==> config.mk <==
export PLATFORM = sky130hd
export DESIGN_NAME = bilinear_duty_map
export DESIGN_NICKNAME = d
export VERILOG_FILES = /design/src/rtl/bdm_pkg.sv /design/src/rtl/bdm_table.sv /design/src/rtl/bdm_ctrl.sv /design/src/rtl/bilinear_duty_map.sv
export SDC_FILE = /design/constraint.sdc
export NUM_CORES = 1
export LEC_CHECK = 0
export BUFFER_PORTS_ARGS = -buffer_cell sky130_fd_sc_hd__buf_2
export CORE_MARGIN = 3
export CORE_UTILIZATION = 64
export CTS_CLUSTER_DIAMETER = 200
export DETAILED_ROUTE_END_ITERATION = 10
export PLACE_DENSITY_LB_ADDON = 0.2
export SLEW_MARGIN = 25
export SYNTH_ARGS = -nofsm -noshare
export SYNTH_HDL_FRONTEND = slang
export SYNTH_SLANG_ARGS = --single-unit
==> constraint.sdc <==
create_clock -name clk -period 6.14 [get_ports clk]
set_clock_uncertainty 0.1 [all_clocks]
set_input_delay 0 -clock clk [delete_from_list [all_inputs] [get_ports clk]]
set_output_delay 0 -clock clk [all_outputs]
set_load 0.005 [all_outputs]
==> src/rtl/bdm_pkg.sv <==
// shared types, constants and helper functions for the bilinear duty map
package bdm_pkg;

    localparam int TEMP_MIN    = 10;
    localparam int TEMP_MAX    = 30;
    localparam int HR_MIN      = 105;
    localparam int HR_MAX      = 145;
    localparam int GRID_STEP   = 5;
    localparam int DUTY_LIMIT  = 100;
    localparam int DEF_ROWS    = 5;
    localparam int DEF_COLS    = 9;

    // floor(x / 5) for x < 1024 and floor(x / 25) for x < 6400
    localparam int DIV5_MUL    = 205;
    localparam int DIV5_SHIFT  = 10;
    localparam int DIV25_MUL   = 5243;
    localparam int DIV25_SHIFT = 17;

    localparam logic [1:0] CMD_QUERY   = 2'd0;
    localparam logic [1:0] CMD_WRITE   = 2'd1;
    localparam logic [1:0] CMD_RESTORE = 2'd2;

    localparam logic STATUS_OK        = 1'b0;
    localparam logic STATUS_BAD_INDEX = 1'b1;

    localparam logic [7:0] DEFAULT_MAP [DEF_ROWS][DEF_COLS] = '{
        '{8'd0, 8'd0,  8'd1,  8'd5,  8'd10, 8'd20, 8'd35,  8'd70,  8'd80},
        '{8'd0, 8'd0,  8'd2,  8'd5,  8'd12, 8'd40, 8'd60,  8'd80,  8'd100},
        '{8'd0, 8'd1,  8'd5,  8'd12, 8'd20, 8'd42, 8'd65,  8'd85,  8'd100},
        '{8'd0, 8'd5,  8'd20, 8'd30, 8'd45, 8'd65, 8'd85,  8'd100, 8'd100},
        '{8'd0, 8'd10, 8'd25, 8'd45, 8'd65, 8'd85, 8'd100, 8'd100, 8'd100}
    };

    // position of one axis value on its grid
    typedef struct packed {
        logic [3:0] lo;
        logic [3:0] hi;
        logic [2:0] w;
    } loc_t;

    // table port request from the sequencer
    typedef struct packed {
        logic       wr_en;
        logic       clr;
        logic [3:0] wr_row;
        logic [3:0] wr_col;
        logic [7:0] wr_data;
        logic       rd_en;
        logic [3:0] rd_row;
        logic [3:0] rd_col;
    } tbl_req_t;

    function automatic logic [7:0] default_entry(input logic [3:0] row,
                                                 input logic [3:0] col);
        logic [7:0] val;
        val = 8'd0;
        if (row < 4'(DEF_ROWS) && col < 4'(DEF_COLS))
        begin
            val = DEFAULT_MAP[row[2:0]][col];
        end
        return val;
    endfunction

    function automatic loc_t locate(input logic [7:0] value,
                                    input logic [7:0] lo_val,
                                    input logic [4:0] points);
        logic [7:0]  off;
        logic [15:0] prod;
        logic [5:0]  q;
        logic [7:0]  r8;
        loc_t        res;
        off  = value - lo_val;
        prod = 16'(off) * 16'(DIV5_MUL);
        q    = 6'(prod >> DIV5_SHIFT);
        r8   = off - 8'(q) * 8'(GRID_STEP);
        res  = '0;
        if (value < lo_val)
        begin
            res = '0;
        end
        else if (q >= 6'(points) - 6'd1)
        begin
            res.lo = 4'(points - 5'd1);
            res.hi = 4'(points - 5'd1);
            res.w  = 3'd0;
        end
        else
        begin
            res.lo = q[3:0];
            res.hi = (r8 != 8'd0) ? q[3:0] + 4'd1 : q[3:0];
            res.w  = r8[2:0];
        end
        return res;
    endfunction

endpackage

==> src/rtl/bdm_table.sv <==
// duty table memory with per-entry valid bits that fall back to the default map
module bdm_table #(
    parameter int TEMP_POINTS = 5,
    parameter int HR_POINTS   = 9
) (
    input  logic              clk,
    input  logic              rst_n,
    input  bdm_pkg::tbl_req_t req,
    output logic [7:0]        rd_data
);

    localparam int DEPTH = TEMP_POINTS * HR_POINTS;
    localparam int AW    = $clog2(DEPTH);

    logic [7:0]       table_mem [DEPTH];
    logic [DEPTH-1:0] valid_reg;
    logic [7:0]       mem_q_reg;
    logic [7:0]       dflt_reg;
    logic             vld_q_reg;
    logic [AW-1:0]    wr_addr;
    logic [AW-1:0]    rd_addr;

    assign wr_addr = AW'(req.wr_row) * AW'(HR_POINTS) + AW'(req.wr_col);
    assign rd_addr = AW'(req.rd_row) * AW'(HR_POINTS) + AW'(req.rd_col);

    always_ff @(posedge clk)
    begin
        if (req.wr_en)
        begin
            table_mem[wr_addr] <= req.wr_data;
        end
        if (req.rd_en)
        begin
            mem_q_reg <= table_mem[rd_addr];
            dflt_reg  <= bdm_pkg::default_entry(req.rd_row, req.rd_col);
        end
    end

    // an entry not written since reset or restore reads as its default
    always_ff @(posedge clk or negedge rst_n)
    begin
        if (!rst_n)
        begin
            valid_reg <= '0;
            vld_q_reg <= 1'b0;
        end
        else
        begin
            if (req.clr)
            begin
                valid_reg <= '0;
            end
            else if (req.wr_en)
            begin
                valid_reg[wr_addr] <= 1'b1;
            end
            if (req.rd_en)
            begin
                vld_q_reg <= valid_reg[rd_addr];
            end
        end
    end

    assign rd_data = vld_q_reg ? mem_q_reg : dflt_reg;

endmodule

==> src/rtl/bdm_ctrl.sv <==
// command decode and query sequencer: four table reads, weighted sum, divide by 25
module bdm_ctrl #(
    parameter int TEMP_POINTS = 5,
    parameter int HR_POINTS   = 9
) (
    input  logic              clk,
    input  logic              rst_n,
    input  logic              start,
    input  logic [1:0]        command,
    input  logic [7:0]        heart_rate,
    input  logic [7:0]        temperature,
    input  logic [2:0]        row_index,
    input  logic [3:0]        column_index,
    input  logic [7:0]        entry_value,
    input  logic [7:0]        rd_data,
    output bdm_pkg::tbl_req_t req,
    output logic              busy,
    output logic              done,
    output logic [6:0]        duty_percent,
    output logic              status
);

    typedef enum logic [1:0] {
        S_IDLE,
        S_READ,
        S_LAST,
        S_DIV
    } state_t;

    state_t        state_reg, state_next;
    logic [1:0]    cnt_reg, cnt_next;
    bdm_pkg::loc_t tloc_reg, tloc_next;
    bdm_pkg::loc_t hloc_reg, hloc_next;
    logic [12:0]   acc_reg, acc_next;
    logic          rd_pend_reg, rd_pend_next;
    logic [4:0]    wt_reg, wt_next;
    logic          done_reg, done_next;
    logic [6:0]    duty_reg, duty_next;
    logic          status_reg, status_next;

    logic          accept;
    logic          idx_ok;
    logic [2:0]    t_wt;
    logic [2:0]    h_wt;
    logic [25:0]   quot_prod;
    logic [8:0]    quot;

    assign accept = start && (state_reg == S_IDLE);
    assign idx_ok = (5'(row_index) < 5'(TEMP_POINTS)) && (5'(column_index) < 5'(HR_POINTS));

    // weight of the entry read this cycle: low or high point on each axis
    assign t_wt = cnt_reg[1] ? tloc_reg.w : 3'(bdm_pkg::GRID_STEP) - tloc_reg.w;
    assign h_wt = cnt_reg[0] ? hloc_reg.w : 3'(bdm_pkg::GRID_STEP) - hloc_reg.w;

    assign quot_prod = 26'(acc_reg) * 26'(bdm_pkg::DIV25_MUL);
    assign quot      = 9'(quot_prod >> bdm_pkg::DIV25_SHIFT);

    always_comb
    begin
        req         = '0;
        req.wr_row  = 4'(row_index);
        req.wr_col  = column_index;
        req.wr_data = entry_value;
        req.rd_en   = (state_reg == S_READ);
        req.rd_row  = cnt_reg[1] ? tloc_reg.hi : tloc_reg.lo;
        req.rd_col  = cnt_reg[0] ? hloc_reg.hi : hloc_reg.lo;
        if (accept && command == bdm_pkg::CMD_WRITE && idx_ok)
        begin
            req.wr_en = 1'b1;
        end
        if (accept && command == bdm_pkg::CMD_RESTORE)
        begin
            req.clr = 1'b1;
        end
    end

    always_comb
    begin
        state_next   = state_reg;
        cnt_next     = cnt_reg;
        tloc_next    = tloc_reg;
        hloc_next    = hloc_reg;
        acc_next     = acc_reg;
        rd_pend_next = (state_reg == S_READ);
        wt_next      = 5'(t_wt) * 5'(h_wt);
        done_next    = 1'b0;
        duty_next    = duty_reg;
        status_next  = status_reg;

        if (rd_pend_reg)
        begin
            acc_next = acc_reg + 13'(rd_data) * 13'(wt_reg);
        end

        case (state_reg)
            S_IDLE:
            begin
                if (accept)
                begin
                    if (command == bdm_pkg::CMD_QUERY)
                    begin
                        tloc_next  = bdm_pkg::locate(temperature, 8'(bdm_pkg::TEMP_MIN),
                                                     5'(TEMP_POINTS));
                        hloc_next  = bdm_pkg::locate(heart_rate, 8'(bdm_pkg::HR_MIN),
                                                     5'(HR_POINTS));
                        acc_next   = '0;
                        cnt_next   = 2'd0;
                        state_next = S_READ;
                    end
                    else
                    begin
                        done_next   = 1'b1;
                        duty_next   = 7'd0;
                        status_next = (command == bdm_pkg::CMD_WRITE && !idx_ok)
                                      ? bdm_pkg::STATUS_BAD_INDEX : bdm_pkg::STATUS_OK;
                    end
                end
            end
            S_READ:
            begin
                cnt_next = cnt_reg + 2'd1;
                if (cnt_reg == 2'd3)
                begin
                    state_next = S_LAST;
                end
            end
            S_LAST:
            begin
                state_next = S_DIV;
            end
            S_DIV:
            begin
                done_next   = 1'b1;
                duty_next   = (quot > 9'(bdm_pkg::DUTY_LIMIT)) ? 7'(bdm_pkg::DUTY_LIMIT)
                                                               : quot[6:0];
                status_next = bdm_pkg::STATUS_OK;
                state_next  = S_IDLE;
            end
            default:
            begin
                state_next = S_IDLE;
            end
        endcase
    end

    always_ff @(posedge clk or negedge rst_n)
    begin
        if (!rst_n)
        begin
            state_reg   <= S_IDLE;
            cnt_reg     <= 2'd0;
            rd_pend_reg <= 1'b0;
            done_reg    <= 1'b0;
            tloc_reg    <= '0;
            hloc_reg    <= '0;
            acc_reg     <= '0;
            wt_reg      <= '0;
            duty_reg    <= '0;
            status_reg  <= 1'b0;
        end
        else
        begin
            state_reg   <= state_next;
            cnt_reg     <= cnt_next;
            rd_pend_reg <= rd_pend_next;
            done_reg    <= done_next;
            tloc_reg    <= tloc_next;
            hloc_reg    <= hloc_next;
            acc_reg     <= acc_next;
            wt_reg      <= wt_next;
            duty_reg    <= duty_next;
            status_reg  <= status_next;
        end
    end

    assign busy         = (state_reg != S_IDLE);
    assign done         = done_reg;
    assign duty_percent = duty_reg;
    assign status       = status_reg;

endmodule

==> src/rtl/bilinear_duty_map.sv <==
// query: busy rises after the accepting edge and stays high through the read, last and divide
// states, and done strobes as busy falls; write, restore and unused commands: done strobes the
// next cycle, busy stays low; no new query is taken until the last ends: four reads through
// the single table read port plus the last accumulate, divide and return to idle
// one write or restore per cycle if idle; reset is asynchronous: all valid bits clear, so the
// table reads as the default map at once; restore clears all valid bits together; the receiver cannot stall a result
module bilinear_duty_map #(
    parameter int TEMP_POINTS = 5,
    parameter int HR_POINTS   = 9
) (
    input  logic       clk,
    input  logic       rst_n,
    input  logic       start,
    output logic       busy,
    input  logic [1:0] command,
    input  logic [7:0] heart_rate,
    input  logic [7:0] temperature,
    input  logic [2:0] row_index,
    input  logic [3:0] column_index,
    input  logic [7:0] entry_value,
    output logic       done,
    output logic [6:0] duty_percent,
    output logic       status
);

    bdm_pkg::tbl_req_t req;
    logic [7:0]        rd_data;

    bdm_ctrl #(
        .TEMP_POINTS(TEMP_POINTS),
        .HR_POINTS  (HR_POINTS)
    ) u_ctrl (
        .clk         (clk),
        .rst_n       (rst_n),
        .start       (start),
        .command     (command),
        .heart_rate  (heart_rate),
        .temperature (temperature),
        .row_index   (row_index),
        .column_index(column_index),
        .entry_value (entry_value),
        .rd_data     (rd_data),
        .req         (req),
        .busy        (busy),
        .done        (done),
        .duty_percent(duty_percent),
        .status      (status)
    );

    bdm_table #(
        .TEMP_POINTS(TEMP_POINTS),
        .HR_POINTS  (HR_POINTS)
    ) u_table (
        .clk    (clk),
        .rst_n  (rst_n),
        .req    (req),
        .rd_data(rd_data)
    );

endmodule

Word-level counts from Yosys, hierarchy flattened
Memory sizes are Yosys's and may differ from the RTL's. A register that Yosys moved wholly into a read port is not among the register bits.
Index checks and enable logic that the tools add are counted.
- latch bits: 0
- bits in writable memories: 360
- memory bits (read-only): 576
- word-level logic and storage cells: 136
- bits of input ports: 36
- bits in registers: 108
- output and inout bits: 10
- memories: 2
- bitwise gates (word level): 3
- mux-type cells: 48
- divide/modulo/power cells: 0
- equality and inequality tests: 10
- reduce and logical (&&, ||, !) cells: 21
- shift-type cells: 0
- magnitude comparators: 14
- add/subtract/negate cells: 12
- $mul: 9
- memory list (name ; words ; width ; rd ports ; clocked after Yosys merged registers in ; write ports ; RTL line ; RTL):
    (name not given) ; 8 ; 72 ; 1 ; 0 ; 0 ; bdm_pkg.sv:59 ; val = DEFAULT_MAP[row[2:0]][col];
    u_table.table_mem ; 45 ; 8 ; 1 ; 1 ; 1 ; bdm_table.sv:15 ; logic [7:0] table_mem [DEPTH];
- operators with widths (kind ; number):
    two-way mux 72 bit ; 2
    two-way mux 45 bit ; 2
    two-way mux 13 bit ; 4
    OR 45 bit ; 1
    two-way mux 11 bit ; 4
    binary-select mux 8 bit (select 4 bit) ; 1
    multiplier 8 x 8 -> 16 bit, second input constant ; 2
    multiplier 13 x 13 -> 26 bit, second input constant ; 1
    two-way mux 8 bit ; 3
    two-way mux 7 bit ; 3
    multiplier 6 x 3 -> 8 bit, second input constant ; 2
    two-way mux 4 bit ; 4
    nonzero test 8 bit ; 2
    subtractor 8 bit ; 2
    less-than comparator 6 x 7 -> 1 bit, second input constant ; 2
    one-hot mux 7 bit (2 select lines) ; 1
    adder 13 bit ; 1
    multiplier 8 x 5 -> 13 bit ; 1
    adder 6 x 4 -> 6 bit ; 2
    AND reduction 3 bit ; 4
    two-way mux 1 bit ; 11
    two-way mux 2 bit ; 5
    > comparator 9 x 7 -> 1 bit, second input constant ; 1
    adder 4 x 1 -> 4 bit, second input constant ; 2
    other kinds (33) ; 54

Depth between registers and ports, before layout
Gate-level depths: netlist of the first run.
- word-level depth: 9
- gate-level depth with buffers: 34
- mapped depth without buffers: 34

By module
From an unflattened synthesis of the first run, not the netlist that was laid out.
- cell total of the unflattened synthesis: 2153
- area total of the unflattened synthesis: 28561.1 um^2
- by module, submodules not included (module ; cells an instance ; sequential area each (um^2) ; times used ; area an instance (um^2)):
    bdm_table ; 962 ; 12411.9 ; 1 ; 17526.8
    bdm_ctrl ; 1191 ; 1351.3 ; 1 ; 11034.3

Worst setup path after synthesis of the first run
Ideal clock, no wire load.
- path kind: in2reg
- from: input heart_rate[1]
- to: register u_ctrl.hloc_reg[4] (netlist name)
- stages: 29
- buffers on the path: 0
- data arrival time: 6.936 ns
- required time: 5.971 ns
- setup time: 0.069 ns
- path slack: -0.965 ns
- cells stage by stage: or3_1 -> a21oi_1 -> xnor2_1 -> ha_1 -> inv_1 -> fa_1 -> inv_1 -> fa_1 -> inv_1 -> fa_1 -> inv_1 -> ha_1 -> a21o_1 -> a211oi_2 -> a221oi_2 -> a21oi_1 -> xor2_1 -> inv_1 -> ha_1 -> inv_1 -> fa_1 -> ha_1 -> and2_1 -> a31o_2 -> a31oi_1 -> a21oi_1 -> xnor3_2 -> or4_1 -> nand3_1
- word-level cells in the longest chain between the ends: 8
- elaborated cells between the ends (all ways): 11
- classes of those cells: 3 x add/sub; 2 x mul; 2 x order compare; 3 x mux; 1 x reduce/logical
- RTL lines (element ; RTL line ; RTL):
    start, declared ; bilinear_duty_map.sv:16 ; input logic [7:0] heart_rate,
    subtractor 8 x 7 -> 8 bit ; bdm_pkg.sv:72 ; off = value - lo_val;
    multiplier 8 x 8 -> 16 bit ; bdm_pkg.sv:73 ; prod = 16'(off) * 16'(DIV5_MUL);
    multiplier 6 x 3 -> 8 bit ; bdm_pkg.sv:75 ; r8 = off - 8'(q) * 8'(GRID_STEP);
    subtractor 8 bit ; bdm_pkg.sv:75 ;
    nonzero test 8 bit ; bdm_pkg.sv:90 ; res.hi = (r8 != 8'd0) ? q[3:0] + 4'd1 : q[3:0];
    two-way mux 4 bit ; bdm_pkg.sv:90 ;
    two-way mux 11 bit ; bdm_pkg.sv:81 ; else if (q >= 6'(points) - 6'd1)
    two-way mux 11 bit * ; bdm_pkg.sv:77 ; if (value < lo_val)
    end signal, assigned ; bdm_ctrl.sv:168 ; hloc_reg <= hloc_next;
    end, declared ; bdm_ctrl.sv:33 ; bdm_pkg::loc_t hloc_reg, hloc_next;
Mark *: on every way between the ends. The rest lies on a longest branch, timed or not.
A chain may end at the register's enable or synchronous reset.

Final worst setup path of the first run
- from: input temperature[1]
- to: register u_ctrl.tloc_reg[3] (netlist name)
- word-level cells in the longest chain between the ends: 8
- elaborated cells between the ends (all ways): 11
- classes of those cells: 3 x add/sub; 2 x mul; 2 x order compare; 3 x mux; 1 x reduce/logical
- RTL lines (element ; RTL line ; RTL):
    start, declared ; bilinear_duty_map.sv:17 ; input logic [7:0] temperature,
    subtractor 8 x 4 -> 8 bit ; bdm_pkg.sv:72 ;
    multiplier 8 x 8 -> 16 bit ; bdm_pkg.sv:73 ;
    multiplier 6 x 3 -> 8 bit ; bdm_pkg.sv:75 ;
    subtractor 8 bit ; bdm_pkg.sv:75 ;
    nonzero test 8 bit ; bdm_pkg.sv:90 ;
    two-way mux 4 bit ; bdm_pkg.sv:90 ;
    two-way mux 11 bit ; bdm_pkg.sv:81 ;
    two-way mux 11 bit * ; bdm_pkg.sv:77 ;
    end signal, assigned ; bdm_ctrl.sv:167 ; tloc_reg <= tloc_next;
    end, declared ; bdm_ctrl.sv:32 ; bdm_pkg::loc_t tloc_reg, tloc_next;
Marked as above.

==> flow_summary_export.csv, run 1 <==
group,metric,value,unit
status,status,"complete, but fails checks",
status,violations,"negative setup slack",
route,wl_per_cell,22.0,µm
sta,worst_slack,-0.0764,ns
layout,largest_register_ffs,360,
yosys,yosysTopAreaCell,"edfxtp_1",
yosys,synth_common_cells,"375 x edfxtp_1, 268 x inv_1, 250 x ha_1",
clocking,cts.clk_slew.worst_paths,0.06,ns
sta,slew_viol_final,0,
route,drtAntennaViolNets,0,
global_routing,grt-ovfl-total,0,
clocking,cts.path.max_buffers,3,
worst_setup_path,crit_arrival,6.59,ns
route,vias,17400,
yosys,synth.most_common_cell,"edfxtp_1",
sta,fin_crit,6.22,ns
worst_setup_path,worstSetupPathType,"input pin to flip-flop",
worst_setup_path,cp-start-kind,"input pin",
sta,relSlewSlack,31.7,%
layout,fin_nets,2636,
clocking,clock-sinks,475,
sta,fin_setup_tns,-0.264,ns
clocking,cts_root_buffer,"clkbuf_16",
yosys,synth.net_count,2442,
die,floorplan.initialDensity,65.0,%
route,firstDrtPassIters,6,
yosys,yosys-top-cells-area,"edfxtp_1 40%, ha_1 11%, mux4_2 10%",
flow_run,cap_violations,0,
sta,setup_violations,5,
route,drc_errors,0,
placement,place_area,30100,µm²
worst_setup_path,endpoint_kind,"flip-flop",
clocking,cts_tree,"yes",
die,die_area,46500,µm²
sta,min_period_over_period,101,%
global_routing,grt_pass1_vias,18100,
yosys,yosysSeqAreaShare,48.9,%
sta,worst_slew_pin_slew,1.02,ns
route,routed_wl,62800,µm
yosys,synth-edff-count,375,
worst_setup_path,crit_start,"temperature[1]",
sta,hold-worst-slack,0.00287,ns
yosys,ys_ff_latch,475,
global_routing,grt_pass1_wl,100000,µm
worst_setup_path,cp_slowest_cell,"fa_1",
global_routing,antenna_found_initial,0,
die,io_pins,46,
yosys,synth.distinct_cells,78,
sta,rsz0062_at_grt,"true",
global_routing,grt_start_max_net_pins,60,
die,chipWidth,216,µm
worst_setup_path,timing.rr.start,"u_ctrl.acc_reg[8]",
yosys,postSynthAreaPerCell,13.8,µm²
clocking,clock_latency,0.58,ns
yosys,async_reset_ff_share,21.1,%
yosys,netlist_instances,2035,
die,die_y,216,µm
placement,io_buffers,45,
yosys,syn_area,28100,µm²
global_routing,grt_use_total,27.8,%
worst_setup_path,max_stage_delay,0.56,ns
layout,fin_area,32100,µm²
die,row_count,76,
layout,drive_gt1_share,21.4,%
yosys,ys_warn_count,0,
sta,clock.fmax,0.161,GHz
die,core,43300,µm²
worst_setup_path,required,6.51,ns
clocking,cts_made_buffers,47,
worst_setup_path,cp_max_fo,5,
placement,dp_hpwl,42900,µm
route,viasPerCell,6.11,
layout,final_core_util,74.3,%
route,drtIter0Drc,1362,
yosys,synth_top_area_share,40.0,%
worst_hold_path,hp-class,"input pin to async pin",
worst_setup_path,crit_top_cell,"fa_1",
clocking,htree_levels,2,
layout,diodes,0,
placement,place_congestion,0.895,
yosys,ys.flop_type,"edfxtp_1",
sta,hold_viol,0,
layout,syn_to_final_growth,14.3,%
==> placed cells by master, fill, tap and decap left out, types with 9 or more instances in the layout <==
| cell | instances |
|---|---|
| o21a_1 | 50 |
| nor3_1 | 14 |
| a21o_1 | 21 |
| edfxtp_1 | 375 |
| mux4_2 | 125 |
| o21ai_0 | 38 |
| xor2_1 | 28 |
| clkbuf_1 | 11 |
| buf_4 | 134 |
| nand3_1 | 24 |
| nor2_1 | 105 |
| nand2b_1 | 12 |
| mux2i_1 | 25 |
| clkbuf_16 | 47 |
| dfrtp_1 | 100 |
| ha_1 | 236 |
| buf_2 | 41 |
| a21oi_1 | 58 |
| mux2_2 | 11 |
| nand2_1 | 89 |
| nand4_1 | 9 |
| dlygate4sd3_1 | 18 |
| inv_1 | 256 |
| xnor2_1 | 34 |
| inv_2 | 11 |
| a22o_1 | 9 |
| a31oi_1 | 10 |
| ha_4 | 13 |
| and2_1 | 25 |
| nor2b_1 | 15 |
| fa_1 | 119 |
==> layer usage <==
layer,wire length [µm],global-route usage [%],up-vias
met5,0,0,-
met4,1770,8.28,0
met3,3650,3.96,125
met2,32000,47.5,667
met1,25400,37.7,8854
li1,-,-,7791
==> critical path: cells and delay by family <==
family / cells / cell delay (ns)
adders and majority gates: 9 / 3.42
and+or+nand+nor: 6 / 1.18
buffers and inverters: 6 / 0.37
AOI/OAI and AO/OA: 7 / 1.20
xor gates and xnor gates: 3 / 0.43
==> worst paths after layout <==
| check | cells past startpoint | endpoint | slack [ns] |
|---|---|---|---|
| min | 2 | u_ctrl.duty_percent[0] | 0.003 |
| min reg2reg | 2 | u_ctrl.hloc_reg[9] | 0.38 |
| max | 31 | u_ctrl.tloc_reg[3] | -0.08 |
| min in group clk | 1 | u_table.table_mem[22][2] | 0.04 |
| max in group asynchronous | 3 | u_ctrl.cnt_reg[0] | 4.78 |
| max reg2reg | 17 | u_ctrl.duty_percent[4] | 0.40 |
==> final cells by class <==
cell class,count,area (µm²)
multi-input cells,1237,13600
inverters,268,1010
repair buffers,200,1490
flip-flops and latches,475,13800
clock inverters,25,269
fillers,2732,11100
clock buffers,62,1270
well taps,585,732
==> repair_timing <==
item,in CTS,in global routing
resized for setup,15,42
gates cloned,0,0
hold endpoints to repair,342,0
buffers inserted,5,8
hold buffers,18,0
pin swaps,24,43
setup endpoints to repair,5,7
==> logic make-up after synthesis <==
logic type	share of synthesized area [%]
adder cells (fa/ha/maj)	19.7
flip-flops	48.9
multiplexers	11.5
buffers and inverters	4.33
XOR/XNOR	2.73
AO/OA/AOI/OAI	6.83
AND/OR/NAND/NOR	5.95
==> stage by stage <==
step	std cells	worst slack, ns
4_1_cts	2844	0.0188
6_report	2852	-0.0764
2_1_floorplan	2035	-0.386
5_1_grt	2852	-0.423
3_3_place_gp	2735	-0.510
3_5_place_dp	2735	-0.703
Power of run 1 is not shown: default switching activity piles up to over one toggle a cycle in this logic, so the estimate is an artifact.
==> run 2, diff against run 1 <==
CORE_UTILIZATION = 35   (was 64)
RECOVER_POWER = 25   (was not set)
==> flow_summary_export.csv, run 2 (synthesized netlist as in run 1, its figures left out) <==
group,metric,value,unit
layout,drive_gt1_share,22.5,%
worst_setup_path,endpoint_kind,"flip-flop",
sta,worst_slew_pin_slew,2.39,ns
layout,layout_common_cells,"375 x edfxtp_1, 255 x inv_1, 229 x ha_1",
worst_setup_path,required,6.57,ns
route,drtAntennaViolNets,0,
worst_setup_path,cp_slowest_cell,"fa_2",
die,core,79300,µm²
placement,post-place-ws,-0.746,ns
die,die_area,83800,µm²
sta,fin_crit,6.15,ns
worst_setup_path,max_stage_delay,0.55,ns
global_routing,grt-ovfl-total,0,
die,row_count,103,
clocking,cts_root_buffer,"clkbuf_16",
die,chipWidth,289,µm
global_routing,grt_use_total,15.9,%
sta,min_period_over_period,100,%
placement,place_congestion,0.796,
global_routing,grt_pass1_wl,103000,µm
clocking,cts_made_buffers,53,
die,io_pins,46,
placement,io_buffers,45,
clocking,cts_tree,"yes",
placement,placedCellCount,3208,
sta,hold_viol,0,
sta,clock.fmax,0.163,GHz
global_routing,grt_start_max_net_pins,50,
layout,fin_cells,3339,
sta,relSlewSlack,-59.0,%
clocking,clock-sinks,475,
layout,syn_to_final_growth,18.0,%
flow_run,cap_violations,6,
route,routed_wl,65900,µm
worst_setup_path,reg2reg_depth,17,
die,floorplan.initialDensity,35.5,%
layout,diodes,0,
die,die_y,289,µm
clocking,htree_levels,2,
route,wl_per_cell,19.7,µm
placement,dp_hpwl,45900,µm
route,drc_errors,0,
route,viasPerCell,5.07,
route,drtIter0Drc,829,
layout,final_common_cell,"edfxtp_1",
worst_hold_path,hold_depth,6,
worst_setup_path,cp_max_fo,5,
status,status,"complete, but fails checks",
status,violations,"max-capacitance violations, max-slew violations, negative setup slack",
layout,largest_register_ffs,360,
global_routing,antenna_found_initial,0,
clocking,cts.path.max_buffers,3,
sta,slew_viol_final,276,
worst_setup_path,cp-start-kind,"input pin",
worst_hold_path,hp-class,"input pin to flip-flop",
layout,fill_cells,7185,
layout,final_core_util,41.9,%
worst_setup_path,crit_arrival,6.58,ns
clocking,clock_latency,0.61,ns
sta,worst_slack,-0.0105,ns
route,firstDrtPassIters,5,
sta,setup_violations,2,
route,vias,16900,
clocking,cts.clk_slew.worst_paths,0.06,ns
sta,rsz0062_at_grt,"true",
layout,fin_nets,2652,
worst_setup_path,worstSetupPathType,"input pin to flip-flop",
global_routing,grt_pass1_vias,17600,
==> run 2: through the flow <==
stage	instance area [µm²]	hold WS, ns	TNS [ns]
5_1_grt	33200	0.0517	-1.24
3_3_place_gp	30700	0.0458	-3.61
4_1_cts	32700	0.00905	0
2_1_floorplan	28300	-0.396	-1.58
6_report	33200	0.0321	-0.0162
3_5_place_dp	30700	0.0605	-4.68
==> run 2: path summary, 6_finish.rpt <==
| path | startpoint | to | slack, ns |
|---|---|---|---|
| worst max-delay path | heart_rate[2] | u_ctrl.hloc_reg[3] | -0.01 |
| worst min-delay path | temperature[0] | u_ctrl.tloc_reg[0] | 0.03 |
| worst max register to register | u_ctrl.acc_reg[7] | u_ctrl.duty_percent[1] | 0.36 |
| worst min register to register | u_ctrl.duty_percent[5] | u_ctrl.duty_percent[5] | 0.37 |
| max in group asynchronous | rst_n | u_ctrl.acc_reg[9] | 3.76 |
| min in group asynchronous | rst_n | u_table.valid_reg[16] | 0.71 |
==> run 2: critical path, delay by kind of cell <==
kind | cells | cell delay [ns]
AOI/OAI and AO/OA | 8 | 1.46
xor gates and xnor gates | 3 | 0.38
adders and majority gates | 8 | 3.00
buffers and inverters | 6 | 0.33
muxes | 2 | 0.26
and+or+nand+nor | 5 | 1.13
==> run 2: layer usage <==
layer | vias to the layer above | routed length [µm] | GRT usage (%)
met5 | - | 0 | 0
met3 | 70 | 2450 | 2.38
met4 | 0 | 995 | 3.14
li1 | 7841 | - | -
met1 | 8741 | 30500 | 22.2
met2 | 268 | 32000 | 26.5
==> run 2: layout make-up <==
cell class / count / area (µm²) / area share [%]
flip-flops and latches: 475 / 13800 / 41.5
multi-input cells: 1237 / 13700 / 41.3
repair buffers: 210 / 1580 / 4.77
clock buffers: 71 / 1450 / 4.38
well taps: 1050 / 1310 / 3.96
inverters: 268 / 1010 / 3.04
clock inverters: 28 / 354 / 1.07
==> run 2: what timing repair did <==
item	CTS	global route
hold endpoints to repair	140	0
endpoints found under the setup margin	7	11
resized for setup	5	64
setup buffers	2	18
pin swaps	13	74
hold buffers	13	0
Power of run 2 is left out for the same reason.
